**config.mk**
```make
export PLATFORM = sky130hd
export DESIGN_NAME = arat_cfg
export DESIGN_NICKNAME = d
export VERILOG_FILES = /design/src/design/arat_pkg.sv /design/src/design/arat_cfg.sv
export SDC_FILE = /design/constraint.sdc
export NUM_CORES = 1
export LEC_CHECK = 0
export ABC_CLOCK_PERIOD_IN_PS = 1920
export BUFFER_PORTS_ARGS = -buffer_cell sky130_fd_sc_hd__buf_2
export CORE_ASPECT_RATIO = 1.2
export CORE_MARGIN = 2
export CORE_UTILIZATION = 51
export DETAILED_ROUTE_END_ITERATION = 8
export GPL_TIMING_DRIVEN = 0
export PLACE_DENSITY = 0.8
export SYNTH_ARGS = -nofsm -noshare
export SYNTH_HDL_FRONTEND = slang
export SYNTH_SLANG_ARGS = --single-unit
```
**constraint.sdc**
```tcl
create_clock -name clk -period 1.92 [get_ports clk]
set_input_delay 0.288 -clock clk [delete_from_list [all_inputs] [get_ports clk]]
set_output_delay 0.288 -clock clk [all_outputs]
set_load 0.05 [all_outputs]
```
**src/design/arat_pkg.sv**
```systemverilog
// ----------------------------------------------------------------------------
// arat_pkg
// Shared types, register map and reset values for the affine rectangle
// transform core.
// ----------------------------------------------------------------------------
package arat_pkg;

  localparam int unsigned COORD_W = 32;
  localparam int unsigned SHIFT_W = 5;
  localparam int unsigned APB_DW  = 32;
  localparam int unsigned APB_AW  = 5;
  localparam int unsigned IDX_W   = 3;
  localparam int unsigned ITEM_W  = 4 * COORD_W;

  // Register index, byte address = 4 * index
  typedef enum logic [IDX_W-1:0] {
    REG_COEF_A   = 3'd0,
    REG_COEF_B   = 3'd1,
    REG_COEF_C   = 3'd2,
    REG_COEF_D   = 3'd3,
    REG_OFFSET_X = 3'd4,
    REG_OFFSET_Y = 3'd5,
    REG_SHIFT    = 3'd6
  } reg_idx_t;

  localparam logic [COORD_W-1:0] RST_COEF_A   = 32'd1;
  localparam logic [COORD_W-1:0] RST_COEF_B   = 32'd0;
  localparam logic [COORD_W-1:0] RST_COEF_C   = 32'd0;
  localparam logic [COORD_W-1:0] RST_COEF_D   = 32'd1;
  localparam logic [COORD_W-1:0] RST_OFFSET_X = 32'd0;
  localparam logic [COORD_W-1:0] RST_OFFSET_Y = 32'd0;
  localparam logic [SHIFT_W-1:0] RST_SHIFT    = 5'd0;

  typedef struct packed {
    logic [COORD_W-1:0] coef_a;
    logic [COORD_W-1:0] coef_b;
    logic [COORD_W-1:0] coef_c;
    logic [COORD_W-1:0] coef_d;
    logic [COORD_W-1:0] offset_x;
    logic [COORD_W-1:0] offset_y;
    logic [SHIFT_W-1:0] shift_amount;
  } cfg_t;

  // Per-stage load enables for the corner mapping pipeline
  typedef struct packed {
    logic s1;
    logic s2;
    logic s3;
  } stage_en_t;

endpackage

```
**src/design/arat_cfg.sv**
```systemverilog
// ----------------------------------------------------------------------------
// arat_cfg
// APB register file holding the transform coefficients, offsets and shift.
// ----------------------------------------------------------------------------
module arat_cfg
  import arat_pkg::*;
(
  input  logic              clk,
  input  logic              rst_n,
  input  logic              psel,
  input  logic              penable,
  input  logic              pwrite,
  input  logic [APB_AW-1:0] paddr,
  input  logic [APB_DW-1:0] pwdata,
  output logic [APB_DW-1:0] prdata,
  output logic              pready,
  output cfg_t              cfg
);

  cfg_t     cfg_r;
  cfg_t     cfg_nxt;
  reg_idx_t idx;
  logic     wr_en;

  assign pready = 1'b1;
  assign idx    = reg_idx_t'(paddr[APB_AW-1:2]);
  assign wr_en  = psel & penable & pwrite;
  assign cfg    = cfg_r;

  always_comb begin
    cfg_nxt = cfg_r;
    if (wr_en) begin
      unique case (idx)
        REG_COEF_A:   cfg_nxt.coef_a       = pwdata;
        REG_COEF_B:   cfg_nxt.coef_b       = pwdata;
        REG_COEF_C:   cfg_nxt.coef_c       = pwdata;
        REG_COEF_D:   cfg_nxt.coef_d       = pwdata;
        REG_OFFSET_X: cfg_nxt.offset_x     = pwdata;
        REG_OFFSET_Y: cfg_nxt.offset_y     = pwdata;
        REG_SHIFT:    cfg_nxt.shift_amount = pwdata[SHIFT_W-1:0];
        default:      cfg_nxt = cfg_r;
      endcase
    end
  end

  always_comb begin
    unique case (idx)
      REG_COEF_A:   prdata = cfg_r.coef_a;
      REG_COEF_B:   prdata = cfg_r.coef_b;
      REG_COEF_C:   prdata = cfg_r.coef_c;
      REG_COEF_D:   prdata = cfg_r.coef_d;
      REG_OFFSET_X: prdata = cfg_r.offset_x;
      REG_OFFSET_Y: prdata = cfg_r.offset_y;
      REG_SHIFT:    prdata = {{(APB_DW-SHIFT_W){1'b0}}, cfg_r.shift_amount};
      default:      prdata = '0;
    endcase
  end

  always_ff @(posedge clk) begin
    if (!rst_n) begin
      cfg_r.coef_a       <= RST_COEF_A;
      cfg_r.coef_b       <= RST_COEF_B;
      cfg_r.coef_c       <= RST_COEF_C;
      cfg_r.coef_d       <= RST_COEF_D;
      cfg_r.offset_x     <= RST_OFFSET_X;
      cfg_r.offset_y     <= RST_OFFSET_Y;
      cfg_r.shift_amount <= RST_SHIFT;
    end else begin
      cfg_r <= cfg_nxt;
    end
  end

endmodule

```
==> metrics.md <==
| Metric | Value |
|---|---|
| Peak supply drop | 0.5462 mV |
| Initial DRT Pass Iterations | 5 |
| Fmax | 512.0 MHz |
| Crit path kind | input port to output port |
| Layout Nets | 1,212 |
| Max-Cap Viols | 0 |
| Seq/Total Area, Yosys | 45.34% |
| Largest net degree at the start of global routing | 19 |
| Final WL | 31,890 µm |
| Worst-Skew Late Latency | 0.44 ns |
| GRT overflow | 0 |
| Syn_nets | 920 |
| H-tree levels | 4 |
| Final ANT Viol Nets | 0 |
| Status | finished with violations |
| Via-to-Cell Ratio | 5.920 |
| HP Class | input port to register |
| Int Pwr | 0.006200 W |
| Post-Syn Area | 0.008698 mm² |
| CTS buffer count | 17 |
| Crit Path Max Fanout | 10 |
| Worst hold margin | 0.1666 ns |
| Critical Path, Cell by Cell | buf_2 > buf_8 > nor2b_1 > buf_2 > a221oi_1 > o211ai_1 > buf_4 |
| Initial Util | 51.82% |
| CTS tree | built |
| Flop pwr share | 48.6% |
| Iter 0 DRT Violations | 698 |
| Vias | 8,282 |
| DR WL/cell | 22.80 µm |
| Cell area power density | 749.2 mW/mm² |
| Die height | 147.1 µm |
| Unrepaired setup endpoints after global routing | yes |
| Proportion of power drawn by combinational gates | 9.6% |
| Mean Syn Cell Area | 9.907 µm² |
| Final TNS setup | -0.05901 ns |
| Clock power share | 41.8% |
| Setup Skew | 0 ns |
| Placer Congestion | 0.9113 |
| Buffers on Ports | 266 |
| Worst R2R Start | cfg[2]$_SDFFE_PN0P_ |
| Sw Share | 27.21% |
| Static Leakage | 5.048 nW |
| Layout cells sized above 1 | 37.45% |
| Initial antenna violation count | 0 |
| Final Cycle Share | 101.7% |
| Synth-to-layout area growth | 30.70% |
| Worst slew margin | 45.65% |
| Flops & latches, synth | 197 |
| Clock sink total | 197 |
| Placeable Area | 0.01679 mm² |
| Worst setup EP type | output port |
| Worst slew pin tran | 0.8153 ns |
| Largest stage delay, worst path | 0.31 ns |
| Post-route setup slack | -0.03308 ns |
| Hold Vio Cnt, Final | 0 |
| Most used cell, CP | buf_2 |
| Die area | 0.01812 mm² |
| Critical path required time | 1.63 ns |
| Failing checks | negative setup slack |
| Clk buf depth | 2 |
| Synth Warn # | 0 |
| Largest area contributor in the netlist | dfxtp_1 |
| DRC | 0 |
| Number of flip-flops under the largest register name | 197 |
| Final setup fails | 2 |
| Clock Tree Root | clkbuf_16 |
| Die W | 123.2 µm |
| Max-slew violation count | 0 |
| Tmin final | 1.953 ns |
| CP startpoint kind | input port |
| Net Switching | 0.002317 W |
| Ports | 272 |
| Diodes inserted | 0 |
| DP HPWL | 22,010 µm |
| Global-route wire length before repair | 46,530 µm |
| Vias in the first global route | 8,018 |
| Worst path slowest cell | buf_2 |
| R2r endpoint | cfg[2]$_SDFFE_PN0P_ |
| Hold path depth | 3 |
| Worst R2R Path Depth | 4 |
| Synth cell types | 32 |
| Reg2reg setup slack | 1.06 ns |
| Site Rows | 52 |
| Largest cells by area after synthesis | dfxtp_1, mux2i_1, nand2_1 |
| WP data arrival | 1.67 ns |
| Post-synth top area share | 45.34% |
| WHS Endpoint | cfg[69]$_SDFFE_PN1P_ |
| Mapped Cells | 878 |
| Hold path start | pwdata[0] |
| GRT Util Overall | 34.55% |
| Worst-path clk slew | 0.07 ns |
-- final cells by class --
cell class / instances / area, µm²
Fill cell: 1349 / 5418
Multi-Input combinational cell: 610 / 4606
Sequential cell: 197 / 3954
Timing Repair Buffer: 273 / 1459
Buffer: 68 / 484.2
Clock buffer: 18 / 439.2
Tap cell: 216 / 270.3
Clock inverter: 14 / 141.4
Inverter: 3 / 15.01
-- worst max path at each step --
stage | end | start | slack, ns | cells past startpoint
2_1_floorplan | prdata[14] | paddr[3] | -0.22 | 5
3_3_place_gp | prdata[12] | paddr[3] | -0.73 | 7
3_5_place_dp | prdata[9] | paddr[3] | -0.75 | 7
4_1_cts | prdata[2] | cfg[2]$_SDFFE_PN0P_ | -0.04 | 3
5_1_grt | prdata[2] | cfg[2]$_SDFFE_PN0P_ | -0.04 | 3
6_report | prdata[1] | paddr[3] | -0.03 | 7
-- cell usage after synthesis --
cell type	count
o2bb2ai_1	1
nand3_1	6
or2_1	1
a21oi_1	2
nor2_1	5
nand2b_1	2
or2_0	1
o211ai_1	3
nand4_1	1
o21ai_0	2
buf_6	3
nand3b_1	2
buf_2	14
dfxtp_1	197
a22oi_1	25
buf_4	17
mux4_2	3
inv_1	3
mux2i_1	227
a221oi_1	4
o22ai_1	8
nor2_2	4
conb_1	1
clkbuf_1	31
buf_1	3
nor2b_1	4
o311ai_0	1
o221ai_1	19
nand2_1	245
and3b_1	2
mux2_2	40
nand4b_1	1
-- routing by layer --
metal | routed length, µm | vias to the layer above | GRT usage [%]
met4 | 1720 | 0 | 18.18
met1 | 12240 | 3987 | 42.27
met3 | 2843 | 111 | 6.949
li1 | - | 3651 | -
met5 | 0 | - | 0
met2 | 15090 | 533 | 56.73
-- kinds of logic after synthesis --
logic type,synth area share [%]
buf+inv,4.258
simple gates,12.54
other cells,0.04311
mux,32.08
flops,45.34
compound gates,5.739
-- repair_timing --
item	in CTS	in global routing
resized for setup	62	33
hold buffers	0	0
hold endpoints to repair	0	0
setup buffers	4	3
endpoints found under the setup margin	32	25
gates cloned	0	0
pin swaps	1	1
-- placed cells by master, fill, tap and decap left out, types with 5 or more instances in the layout --
cell       Yosys  layout
buf_2         14     246
nand2_1      245     244
mux2i_1      227     226
dfxtp_1      197     189
buf_4         17      42
mux2_2        40      38
clkbuf_1      31      24
a22oi_1       25      21
clkbuf_16      0      17
buf_6          3      16
o221ai_2       0      14
o22ai_2        0       8
dfxtp_2        0       8
clkbuf_4       0       6
nand3_1        6       6
o221ai_1      19       5
nor2_2         4       5
inv_6          0       5
-- worst max-delay path, delay by kind of cell --
| kind | cells | cell delay (ns) |
|---|---|---|
| buf+inv | 4 | 0.86 |
| compound gates | 2 | 0.42 |
| simple gates | 1 | 0.10 |
-- through the flow --
step,utilization [%],std cells,setup slack [ns],total power [W],instance area (µm²)
2_1_floorplan,-,878,-0.2154,0.004708,8876
6_report,67.73,1399,-0.03308,0.008517,11370
5_1_grt,67.73,1399,-0.04290,0.008673,11370
3_3_place_gp,62.42,1360,-0.7294,0.004984,10480
4_1_cts,67.03,1396,-0.04038,0.008483,11250
3_5_place_dp,62.42,1360,-0.7548,0.004990,10480
-- power by group through the flow --
stage          clock (W)  sequential, W  combinational (W)
2_1_floorplan          0        0.00433           0.000374
3_3_place_gp           0        0.00423           0.000751
3_5_place_dp           0        0.00423           0.000756
4_1_cts          0.00356        0.00414           0.000790
5_1_grt          0.00369        0.00414           0.000847
6_report         0.00356        0.00414           0.000820
Power figures use the tool's default switching activity.
