--- config.mk ---
export PLATFORM = sky130hd
export DESIGN_NAME = arat_sort
export DESIGN_NICKNAME = d
export VERILOG_FILES = /design/src/design/arat_pkg.sv /design/src/design/arat_sort.sv
export SDC_FILE = /design/constraint.sdc
export NUM_CORES = 1
export LEC_CHECK = 0
export BUFFER_PORTS_ARGS = -buffer_cell sky130_fd_sc_hd__buf_2
export CAP_MARGIN = 20
export CORE_ASPECT_RATIO = 0.6
export CORE_UTILIZATION = 45
export CTS_CLUSTER_SIZE = 30
export DETAILED_ROUTE_END_ITERATION = 7
export GPL_TIMING_DRIVEN = 1
export PLACE_DENSITY = 0.8
export REMOVE_ABC_BUFFERS = 1
export SLEW_MARGIN = 20
export SYNTH_ARGS = -nofsm -noshare
export SYNTH_HDL_FRONTEND = slang
export SYNTH_SLANG_ARGS = --single-unit
--- constraint.sdc ---
create_clock -name clk -period 4.47 [get_ports clk]
set_clock_uncertainty 0.15 [all_clocks]
set_input_delay 0.2235 -clock clk [delete_from_list [all_inputs] [get_ports clk]]
set_output_delay 0.2235 -clock clk [all_outputs]
set_load 0.02 [all_outputs]
--- src/design/arat_pkg.sv ---
// ----------------------------------------------------------------------------
// arat_pkg
// Shared types, register map and reset values for the affine rectangle
// transform core.
// ----------------------------------------------------------------------------
package arat_pkg;

  localparam int unsigned COORD_W = 32;
  localparam int unsigned SHIFT_W = 5;
  localparam int unsigned APB_DW  = 32;
  localparam int unsigned APB_AW  = 5;
  localparam int unsigned IDX_W   = 3;
  localparam int unsigned ITEM_W  = 4 * COORD_W;

  // Register index, byte address = 4 * index
  typedef enum logic [IDX_W-1:0] {
    REG_COEF_A   = 3'd0,
    REG_COEF_B   = 3'd1,
    REG_COEF_C   = 3'd2,
    REG_COEF_D   = 3'd3,
    REG_OFFSET_X = 3'd4,
    REG_OFFSET_Y = 3'd5,
    REG_SHIFT    = 3'd6
  } reg_idx_t;

  localparam logic [COORD_W-1:0] RST_COEF_A   = 32'd1;
  localparam logic [COORD_W-1:0] RST_COEF_B   = 32'd0;
  localparam logic [COORD_W-1:0] RST_COEF_C   = 32'd0;
  localparam logic [COORD_W-1:0] RST_COEF_D   = 32'd1;
  localparam logic [COORD_W-1:0] RST_OFFSET_X = 32'd0;
  localparam logic [COORD_W-1:0] RST_OFFSET_Y = 32'd0;
  localparam logic [SHIFT_W-1:0] RST_SHIFT    = 5'd0;

  typedef struct packed {
    logic [COORD_W-1:0] coef_a;
    logic [COORD_W-1:0] coef_b;
    logic [COORD_W-1:0] coef_c;
    logic [COORD_W-1:0] coef_d;
    logic [COORD_W-1:0] offset_x;
    logic [COORD_W-1:0] offset_y;
    logic [SHIFT_W-1:0] shift_amount;
  } cfg_t;

  // Per-stage load enables for the corner mapping pipeline
  typedef struct packed {
    logic s1;
    logic s2;
    logic s3;
  } stage_en_t;

endpackage

--- src/design/arat_sort.sv ---
// ----------------------------------------------------------------------------
// arat_sort
// Per-axis signed min/max of the two mapped corners into the output register.
// ----------------------------------------------------------------------------
module arat_sort
  import arat_pkg::*;
(
  input  logic               clk,
  input  logic               en,
  input  logic [COORD_W-1:0] p1x,
  input  logic [COORD_W-1:0] p1y,
  input  logic [COORD_W-1:0] p2x,
  input  logic [COORD_W-1:0] p2y,
  output logic [ITEM_W-1:0]  box
);

  logic               xs, ys;
  logic [ITEM_W-1:0]  box_r;

  assign xs = $signed(p2x) < $signed(p1x);
  assign ys = $signed(p2y) < $signed(p1y);

  always_ff @(posedge clk) begin
    if (en) begin
      box_r <= {ys ? p1y : p2y,
                xs ? p1x : p2x,
                ys ? p2y : p1y,
                xs ? p2x : p1x};
    end
  end

  assign box = box_r;

endmodule

==> run_results.csv, run 1 <==
group,metric,value,unit
power_and_ir_drop,pwr_density_cell,391,mW/mm2
power_and_ir_drop,worst_ir_drop_vdd,0.000272,V
clock_tree,clk_root_buffer_cell,"clkbuf_16",
clock_tree,htree_levels,4,
detailed_routing,postRouteWirelength,17300,um
cells_and_area,final_cell_mix,"buf_2 (256), edfxtp_1 (128), dlygate4sd3_1 (103), mux2_2 (97), inv_1 (64)",
timing,fmaxAchievable,240,MHz
detailed_routing,dr_total_vias,5284,
setup_path,startpoint_type,"primary input",
timing,final_max_slew_violation_count,0,
power_and_ir_drop,p_leak,0.00459,uW
global_routing,first_global_vias,5303,
job,max-cap-violations,0,
detailed_routing,drtIter0Drc,296,
timing,finalSetupViolations,0,
floorplanning,floorplan_die_width,164,um
global_routing,antenna_found_initial,1,
outcome,status,"finished clean",
cells_and_area,multi_input_area,0.00285,mm2
cells_and_area,antenna_cells_inserted,0,
clock_tree,cts-buffers-inserted,17,
timing,setup-tns-final,0,ps
place,dpl_cell_area,0.00853,mm2
setup_path,cp.required,4460,ps
logic_synthesis,synth_cells,492,
logic_synthesis,synth_top_area_cell,"edfxtp_1",
floorplanning,top_level_ports,258,
detailed_routing,number_of_antenna_violating_nets_in_the_routed_design,0,
logic_synthesis,syn_area_per_cell,14.4,um2
setup_path,critPathKind,"in -> reg",
logic_synthesis,ys_warn_count,0,
timing,final_hold_viol_count,0,
floorplanning,placement_rows,35,
floorplanning,design.core.area,0.0153,mm2
detailed_routing,wire_per_inst,16.0,um
timing,final.hold.worst_slack,16.8,ps
place,dp.cells,944,
clock_tree,ctsLongestPathBuffers,2,
clock_tree,cts-resized-gates,0,
cells_and_area,fillCellCount,1131,
logic_synthesis,synth.area.top_cells,"edfxtp_1 (54%), mux2_2 (15%), ha_1 (11%)",
timing,rsz0062_at_grt,"no",
cells_and_area,fin_nets,1055,
cells_and_area,area_growth_syn_to_layout,43.8,%
setup_path,worst_setup_path_end_kind,"flop",
min_path,min_path_type,"in -> reg",
global_routing,gr-total-overflow,0,
setup_path,timing.critical_path.fanout_max,50,
detailed_routing,drt_pre_antenna_iters,4,
cells_and_area,drive_gt1_frac,0.456,
cells_and_area,postLayoutCellArea,0.0102,mm2
timing,worst-slew-pin-transition,810,ps
timing,layout_worst_path_cycle_share,0.932,
floorplanning,die_area,0.0162,mm2
place,placement.io_buffers,257,
floorplanning,floorplan.initialDensity,0.461,
clock_tree,clk_transition_reported_paths,50,ps
clock_tree,cts_num_sinks,128,
timing,period_needed,4170,ps
cells_and_area,largest_register_ff_count,128,
global_routing,global_route_wire_length_before_repair,26400,um
detailed_routing,drcViolationCount,0,
detailed_routing,avgViaCountPerCell,4.90,
cells_and_area,register_area,0.00384,mm2
logic_synthesis,synthDistinctLibCells,26,
floorplanning,die_height,99.1,um
clock_tree,cts_tree,"yes",
setup_path,worstPathArrival,4150,ps
cells_and_area,final_common_cell,"buf_2",
timing,timing.max_slew.rel_slack,0.460,
logic_synthesis,synthDominantCellAreaShare,0.544,
place,detailedPlacementHpwl,11600,um
global_routing,grt_max_degree,69,
global_routing,groute.usage.overall,0.211,
cells_and_area,utilization,0.663,
logic_synthesis,synth_sequential_area_ratio,0.544,
place,routabilityCongestion,0.796,
cells_and_area,layout.cells.non_filler,1078,
logic_synthesis,synthesized_flop_and_latch_total,128,
logic_synthesis,mappedNetlistArea,0.00707,mm2
[stage by stage]
stage / worst slack [ps] / total power (uW)
5_1_grt: 128 / 4140
4_1_cts: 338 / 3980
3_3_place_gp: 1020 / 2440
2_1_floorplan: 395 / 2140
3_5_place_dp: 1000 / 2450
6_report: 305 / 3970
[power breakdown]
group	switching, uW	internal, uW
Sequential	37.2	1510
Combinational	532	470
Clock	496	924
[path summary, 6_finish.rpt]
path              slack [ps]  depth (start not counted)  startpoint  endpoint
setup / recovery         300                         12     p1y[25]  box[122]
hold / removal            20                          2     p2y[15]   box[47]
[kinds of logic (layout without fill, tap and decap cells)]
family,count (synthesis),after routing,synth area share
mux,128,128,0.209
simple gates,46,46,0.0333
compound gates,52,52,0.0510
buf+inv,76,459,0.0531
flops,128,128,0.544
fa+ha+maj,62,62,0.110
[what timing repair did]
item	in CTS	in global routing
endpoints found under the hold margin	71	9
buffers inserted	0	0
setup endpoints to repair	0	0
hold buffers	94	9
[cell type report]
class	instances	share of cell area
clock inverters	12	0.0165
clock buffers	19	0.0426
well taps	203	0.0250
inverters	64	0.0236
multi-input cells	288	0.280
repair buffers	364	0.234
flip-flops and latches	128	0.378
[critical path, stage by stage]
cell	delay (ps)
dlygate4sd3_1	530
buf_2	120
inv_1	40
ha_1	290
a21o_1	180
a221o_1	330
a211oi_2	280
o22ai_1	170
a211oi_4	670
buf_12	350
mux2_2	370
dlygate4sd3_1	560
[synthesized netlist by cell type]
library cell and instances:
a221o_1 2, o221ai_1 2, inv_1 64, nand2b_1 2, mux2_4 10, and2_1 4
mux2_2 97, nand3_1 6, o21ai_0 6, a31oi_1 2, a21oi_1 24, nand2_1 14
mux2_1 21, ha_1 62, or3_1 2, buf_6 12, nand4_1 6, a211oi_4 2
o22ai_1 2, a21o_1 4, and4_1 4, edfxtp_1 128, nor2_1 8, a211o_1 4
a221oi_1 2, a211oi_2 2
[metal layers]
| metal | up-vias | routed length [um] | part of all wire | GRT usage |
|---|---|---|---|---|
| met5 | - | 0 | 0 | 0 |
| met4 | 0 | 104 | 0.0060 | 0.0377 |
| met3 | 10 | 1490 | 0.086 | 0.0859 |
| met2 | 211 | 8090 | 0.47 | 0.350 |
| met1 | 2463 | 7620 | 0.44 | 0.262 |
| li1 | 2600 | - | - | - |
(Power assumes the default switching activity.)
==> inputs of run 2 (changes only) <==
- CORE_UTILIZATION: 45 -> 54
- PLACE_DENSITY: 0.8 -> 0.92
==> run 2 against run 1 <==
  * Total power fell by 2.4%
  * Routed wire length up 3.1%
  * Worst setup slack gained 290 ps
  * Via count decreased by 0.38%
  * Die area down 16%
  * Hold slack got worse by 0.79 ps
==> run_results.csv, run 2 (synthesis results as in run 1) <==
group,metric,value,unit
outcome,status,"finished clean",
timing,rsz0062_at_grt,"no",
timing,worst-slew-pin-transition,644,ps
clock_tree,ctsLongestPathBuffers,2,
cells_and_area,fillCellCount,730,
detailed_routing,drt_pre_antenna_iters,5,
global_routing,groute.usage.overall,0.266,
detailed_routing,avgViaCountPerCell,5.28,
clock_tree,cts-resized-gates,0,
clock_tree,cts_num_sinks,128,
timing,final_hold_viol_count,0,
clock_tree,clk_root_buffer_cell,"clkbuf_16",
global_routing,global_route_wire_length_before_repair,27300,um
clock_tree,cts_tree,"yes",
timing,timing.max_slew.rel_slack,0.571,
setup_path,cp_slowest_cell,"dlygate4sd3_1",
detailed_routing,postRouteWirelength,17800,um
place,dp.cells,907,
setup_path,worstPathArrival,3860,ps
place,detailedPlacementHpwl,12800,um
detailed_routing,wire_per_inst,17.9,um
floorplanning,design.core.area,0.0124,mm2
global_routing,first_global_vias,5524,
cells_and_area,largest_register_ff_count,128,
clock_tree,htree_levels,4,
power_and_ir_drop,pwr_density_cell,402,mW/mm2
setup_path,critPathKind,"in -> reg",
min_path,min_path_type,"in -> reg",
timing,layout_worst_path_cycle_share,0.867,
floorplanning,placement_rows,31,
timing,final_max_slew_violation_count,0,
cells_and_area,antenna_cells_inserted,0,
global_routing,antenna_found_initial,0,
detailed_routing,drtIter0Drc,148,
global_routing,gr-total-overflow,0,
cells_and_area,fin_nets,1012,
floorplanning,die_area,0.0136,mm2
timing,fmaxAchievable,258,MHz
timing,setup-tns-final,0,ps
place,routabilityCongestion,0.874,
timing,finalSetupViolations,0,
job,max-cap-violations,0,
cells_and_area,layout.cells.non_filler,997,
floorplanning,floorplan_die_width,150,um
setup_path,startpoint_type,"primary input",
setup_path,critical_path.max_stage_delay,570,ps
setup_path,worst_setup_path_end_kind,"flop",
floorplanning,floorplan.initialDensity,0.570,
clock_tree,cts-buffers-inserted,17,
place,placement.io_buffers,257,
setup_path,cp.required,4460,ps
cells_and_area,final_common_cell,"buf_2",
detailed_routing,drcViolationCount,0,
floorplanning,die_height,90.6,um
setup_path,crit_path_cell_trace,"dlygate4sd3_1 > buf_2 > inv_1 > ha_1 > a211o_1 > a31oi_1 > o221ai_1 > a211o_1 > a211oi_4 > buf_4 > mux2_2 > dlygate4sd3_1",
detailed_routing,number_of_antenna_violating_nets_in_the_routed_design,0,
cells_and_area,area_growth_syn_to_layout,36.5,%
floorplanning,top_level_ports,258,
detailed_routing,dr_total_vias,5264,
power_and_ir_drop,p_leak,0.00440,uW
setup_path,timing.critical_path.fanout_max,32,
global_routing,grt_max_degree,63,
timing,period_needed,3870,ps
clock_tree,postCtsSetupBuffers,0,
cells_and_area,final_cell_mix,"buf_2 (256), edfxtp_1 (128), mux2_2 (97), inv_1 (64), ha_1 (62)",
clock_tree,clk_transition_reported_paths,60,ps
cells_and_area,drive_gt1_frac,0.481,
power_and_ir_drop,worst_ir_drop_vdd,0.000240,V
[run 2: cell count changes in the layout (fill, tap and decap cells not counted), sizes merged]
cell and change:
clkinvlp -1, dlygate4sd3 -44, buf +1, bufinv -1, clkinv +2
[run 2: area by class of cell]
type                            instances  area (um2)  area share
Inverter                               64         240      0.0249
Clock buffer                           19         433      0.0449
Timing Repair Buffer                  321        1930       0.200
Multi-Input combinational cell        288        2850       0.295
Sequential cell                       128        3840       0.398
Tap cell                              165         206      0.0214
Clock inverter                         12         144      0.0149
[run 2: critical path: cells and delay by family]
| kind | cells | cell delay (ps) |
|---|---|---|
| muxes | 1 | 390 |
| AOI/OAI and AO/OA | 5 | 1240 |
| buffers and inverters | 5 | 1670 |
| adders and majority gates | 1 | 300 |
[run 2: per-layer routing]
metal | global-route usage | wire, um | up-vias
li1 | - | - | 2507
met4 | 0.0842 | 387 | 0
met2 | 0.479 | 9080 | 202
met5 | 0 | 0 | -
met3 | 0.0929 | 1360 | 31
met1 | 0.290 | 7000 | 2524
[run 2: final timing paths]
path,from,depth (start not counted),end,slack (ps)
worst min-delay path,p2y[22],2,box[118],20
worst max-delay path,p1y[2],12,box[47],600
[run 2: what timing repair did]
item | CTS | global route
hold buffers | 59 | 0
endpoints found under the setup margin | 0 | 0
endpoints found under the hold margin | 49 | 0
[run 2: metrics by stage]
step	power (uW)	hold slack (ps)	instance area [um2]	util	setup slack, ps
after floorplan	2140	186	6930	-	395
after global placement	2430	382	8480	0.683	1320
after detailed placement	2470	393	8480	0.683	1280
after CTS	3890	0.192	9650	0.777	622
after global routing	4030	0.908	9650	0.777	405
final	3880	16.0	9650	0.777	596
[run 2: where the power goes]
group	switching [uW]	total [uW]	internal [uW]	leakage [uW]
clock network	494	1360	867	0.000274
registers	40.8	1550	1510	0.00125
logic	529	963	434	0.00287
==> inputs of run 3 (changes only) <==
- CORE_ASPECT_RATIO: 0.6 -> 0.9
- SETUP_SLACK_MARGIN: unset -> 0.4
==> run 3 against run 2 <==
  * Via count rose by 14%
  * First-iteration DRC count rose to 3.2 times the previous value
  * Sequential power barely moved
  * Count of clock-buffer cells in the layout rose by 1
  * Worst setup slack got worse by 100 ps
  * Cell area rose by 8.2%
  * Utilization rose by 4.3 points
  * Clock power barely moved
  * Routed wire length rose by 22%
  * Global-route usage rose by 6.8 points
  * Critical endpoint is now box[40]
  * Largest cell class unchanged
  * Largest power group unchanged
  * Highest routed layer unchanged
==> run_results.csv, run 3 (synthesis results as in run 1) <==
group,metric,value,unit
cells_and_area,final_common_cell,"buf_2",
place,post_place_worst_slack,1180,ps
setup_path,critical_path.most_common_cell,"dlygate4sd3_1",
timing,final_critical_path_setup_slack,493,ps
clock_tree,clk_transition_reported_paths,50,ps
detailed_routing,drtIter0Drc,472,
clock_tree,postCtsSetupBuffers,0,
setup_path,worst-path-buf-inv,5,
setup_path,cp.required,4490,ps
timing,setup-tns-final,0,ps
detailed_routing,avgViaCountPerCell,5.57,
global_routing,grt_max_degree,129,
global_routing,antenna_found_initial,0,
setup_path,worst_setup_path_end_kind,"flop",
setup_path,startpoint_type,"primary input",
timing,timing.max_slew.rel_slack,0.514,
place,detailedPlacementHpwl,12200,um
global_routing,groute.usage.overall,0.334,
cells_and_area,layout.cells.non_filler,1076,
setup_path,critPathKind,"in -> reg",
floorplanning,placement_rows,39,
floorplanning,die_area,0.0136,mm2
floorplanning,top_level_ports,258,
timing,finalSetupViolations,0,
detailed_routing,number_of_antenna_violating_nets_in_the_routed_design,0,
cells_and_area,area_growth_syn_to_layout,47.7,%
global_routing,global_route_wire_length_before_repair,33700,um
setup_path,timing.critical_path.max_delay_family,"buffers and inverters",
cells_and_area,final_cell_mix,"buf_2 (256), dlygate4sd3_1 (140), edfxtp_1 (128), mux2_2 (97), inv_1 (64)",
detailed_routing,dr_total_vias,5998,
timing,layout_worst_path_cycle_share,0.890,
place,dp.cells,906,
setup_path,critical_path.max_stage_delay,570,ps
clock_tree,clk_root_buffer_cell,"clkbuf_16",
power_and_ir_drop,p_leak,0.00473,uW
timing,worst-slew-pin-transition,729,ps
detailed_routing,drt_pre_antenna_iters,5,
floorplanning,design.core.area,0.0127,mm2
timing,final.hold.worst_slack,2.54,ps
detailed_routing,wire_per_inst,20.3,um
clock_tree,cts_num_sinks,128,
floorplanning,floorplan_die_width,123,um
cells_and_area,fillCellCount,582,
place,placement.io_buffers,257,
cells_and_area,antenna_cells_inserted,0,
clock_tree,cts-buffers-inserted,17,
outcome,status,"finished clean",
setup_path,cp_slowest_cell,"dlygate4sd3_1",
timing,rsz0062_at_grt,"no",
job,max-cap-violations,0,
min_path,min_path_type,"in -> reg",
global_routing,gr-total-overflow,0,
floorplanning,floorplan.initialDensity,0.555,
timing,period_needed,3980,ps
power_and_ir_drop,finalPower,4010,uW
timing,final_max_slew_violation_count,0,
setup_path,timing.critical_path.fanout_max,46,
cells_and_area,drive_gt1_frac,0.432,
timing,final_hold_viol_count,0,
cells_and_area,largest_register_ff_count,128,
clock_tree,htree_levels,4,
floorplanning,die_height,111,um
setup_path,crit_path_cell_trace,"dlygate4sd3_1 > buf_2 > inv_1 > ha_1 > a21o_1 > a221o_1 > a211oi_2 > o22ai_1 > a211oi_4 > buf_4 > mux2_2 > dlygate4sd3_1",
cells_and_area,fin_nets,1093,
timing,fmaxAchievable,251,MHz
clock_tree,ctsLongestPathBuffers,2,
place,routabilityCongestion,0.882,
power_and_ir_drop,pwr_density_cell,385,mW/mm2
detailed_routing,drcViolationCount,0,
power_and_ir_drop,worst_ir_drop_vdd,0.000350,V
clock_tree,cts_tree,"yes",
setup_path,worstPathArrival,3990,ps
global_routing,first_global_vias,6591,
detailed_routing,postRouteWirelength,21800,um
## run 3: repair_timing
item | in CTS | in global routing
gates resized for setup | 0 | 1
hold endpoints to repair | 103 | 0
hold buffers | 140 | 0
endpoints found under the setup margin | 0 | 14
## run 3: final cells by class
cell class                      instances  area (um2)  share of cell area
Inverter                               64         240              0.0230
Multi-Input combinational cell        288        2850               0.273
Timing Repair Buffer                  402        2740               0.263
Sequential cell                       128        3840               0.368
Tap cell                              164         205              0.0197
Clock inverter                         10         120              0.0115
Clock buffer                           20         437              0.0418
## run 3: metrics by stage
step	utilization	cell area, um2
after global placement	0.666	8480
after global routing	0.820	10400
after CTS	0.819	10400
final	0.820	10400
after floorplan	-	6930
after detailed placement	0.666	8480
## run 3: layer usage
layer | global-route usage | wire length [um] | vias to the layer above
met3 | 0.0868 | 1840 | 82
met1 | 0.356 | 7750 | 2875
met5 | 0.0234 | 0 | -
met2 | 0.587 | 11300 | 368
met4 | 0.185 | 948 | 0
li1 | - | - | 2673
## run 3: final timing paths
check | from | endpoint | slack, ps | depth (start not counted)
worst max-delay path | p1y[25] | box[40] | 490 | 12
worst min-delay path | p2y[23] | box[119] | 3 | 2
## run 3: power breakdown
group	internal (uW)	switching, uW
combinational	510	577
clock	857	507
sequential	1510	49.3
total	2880	1130
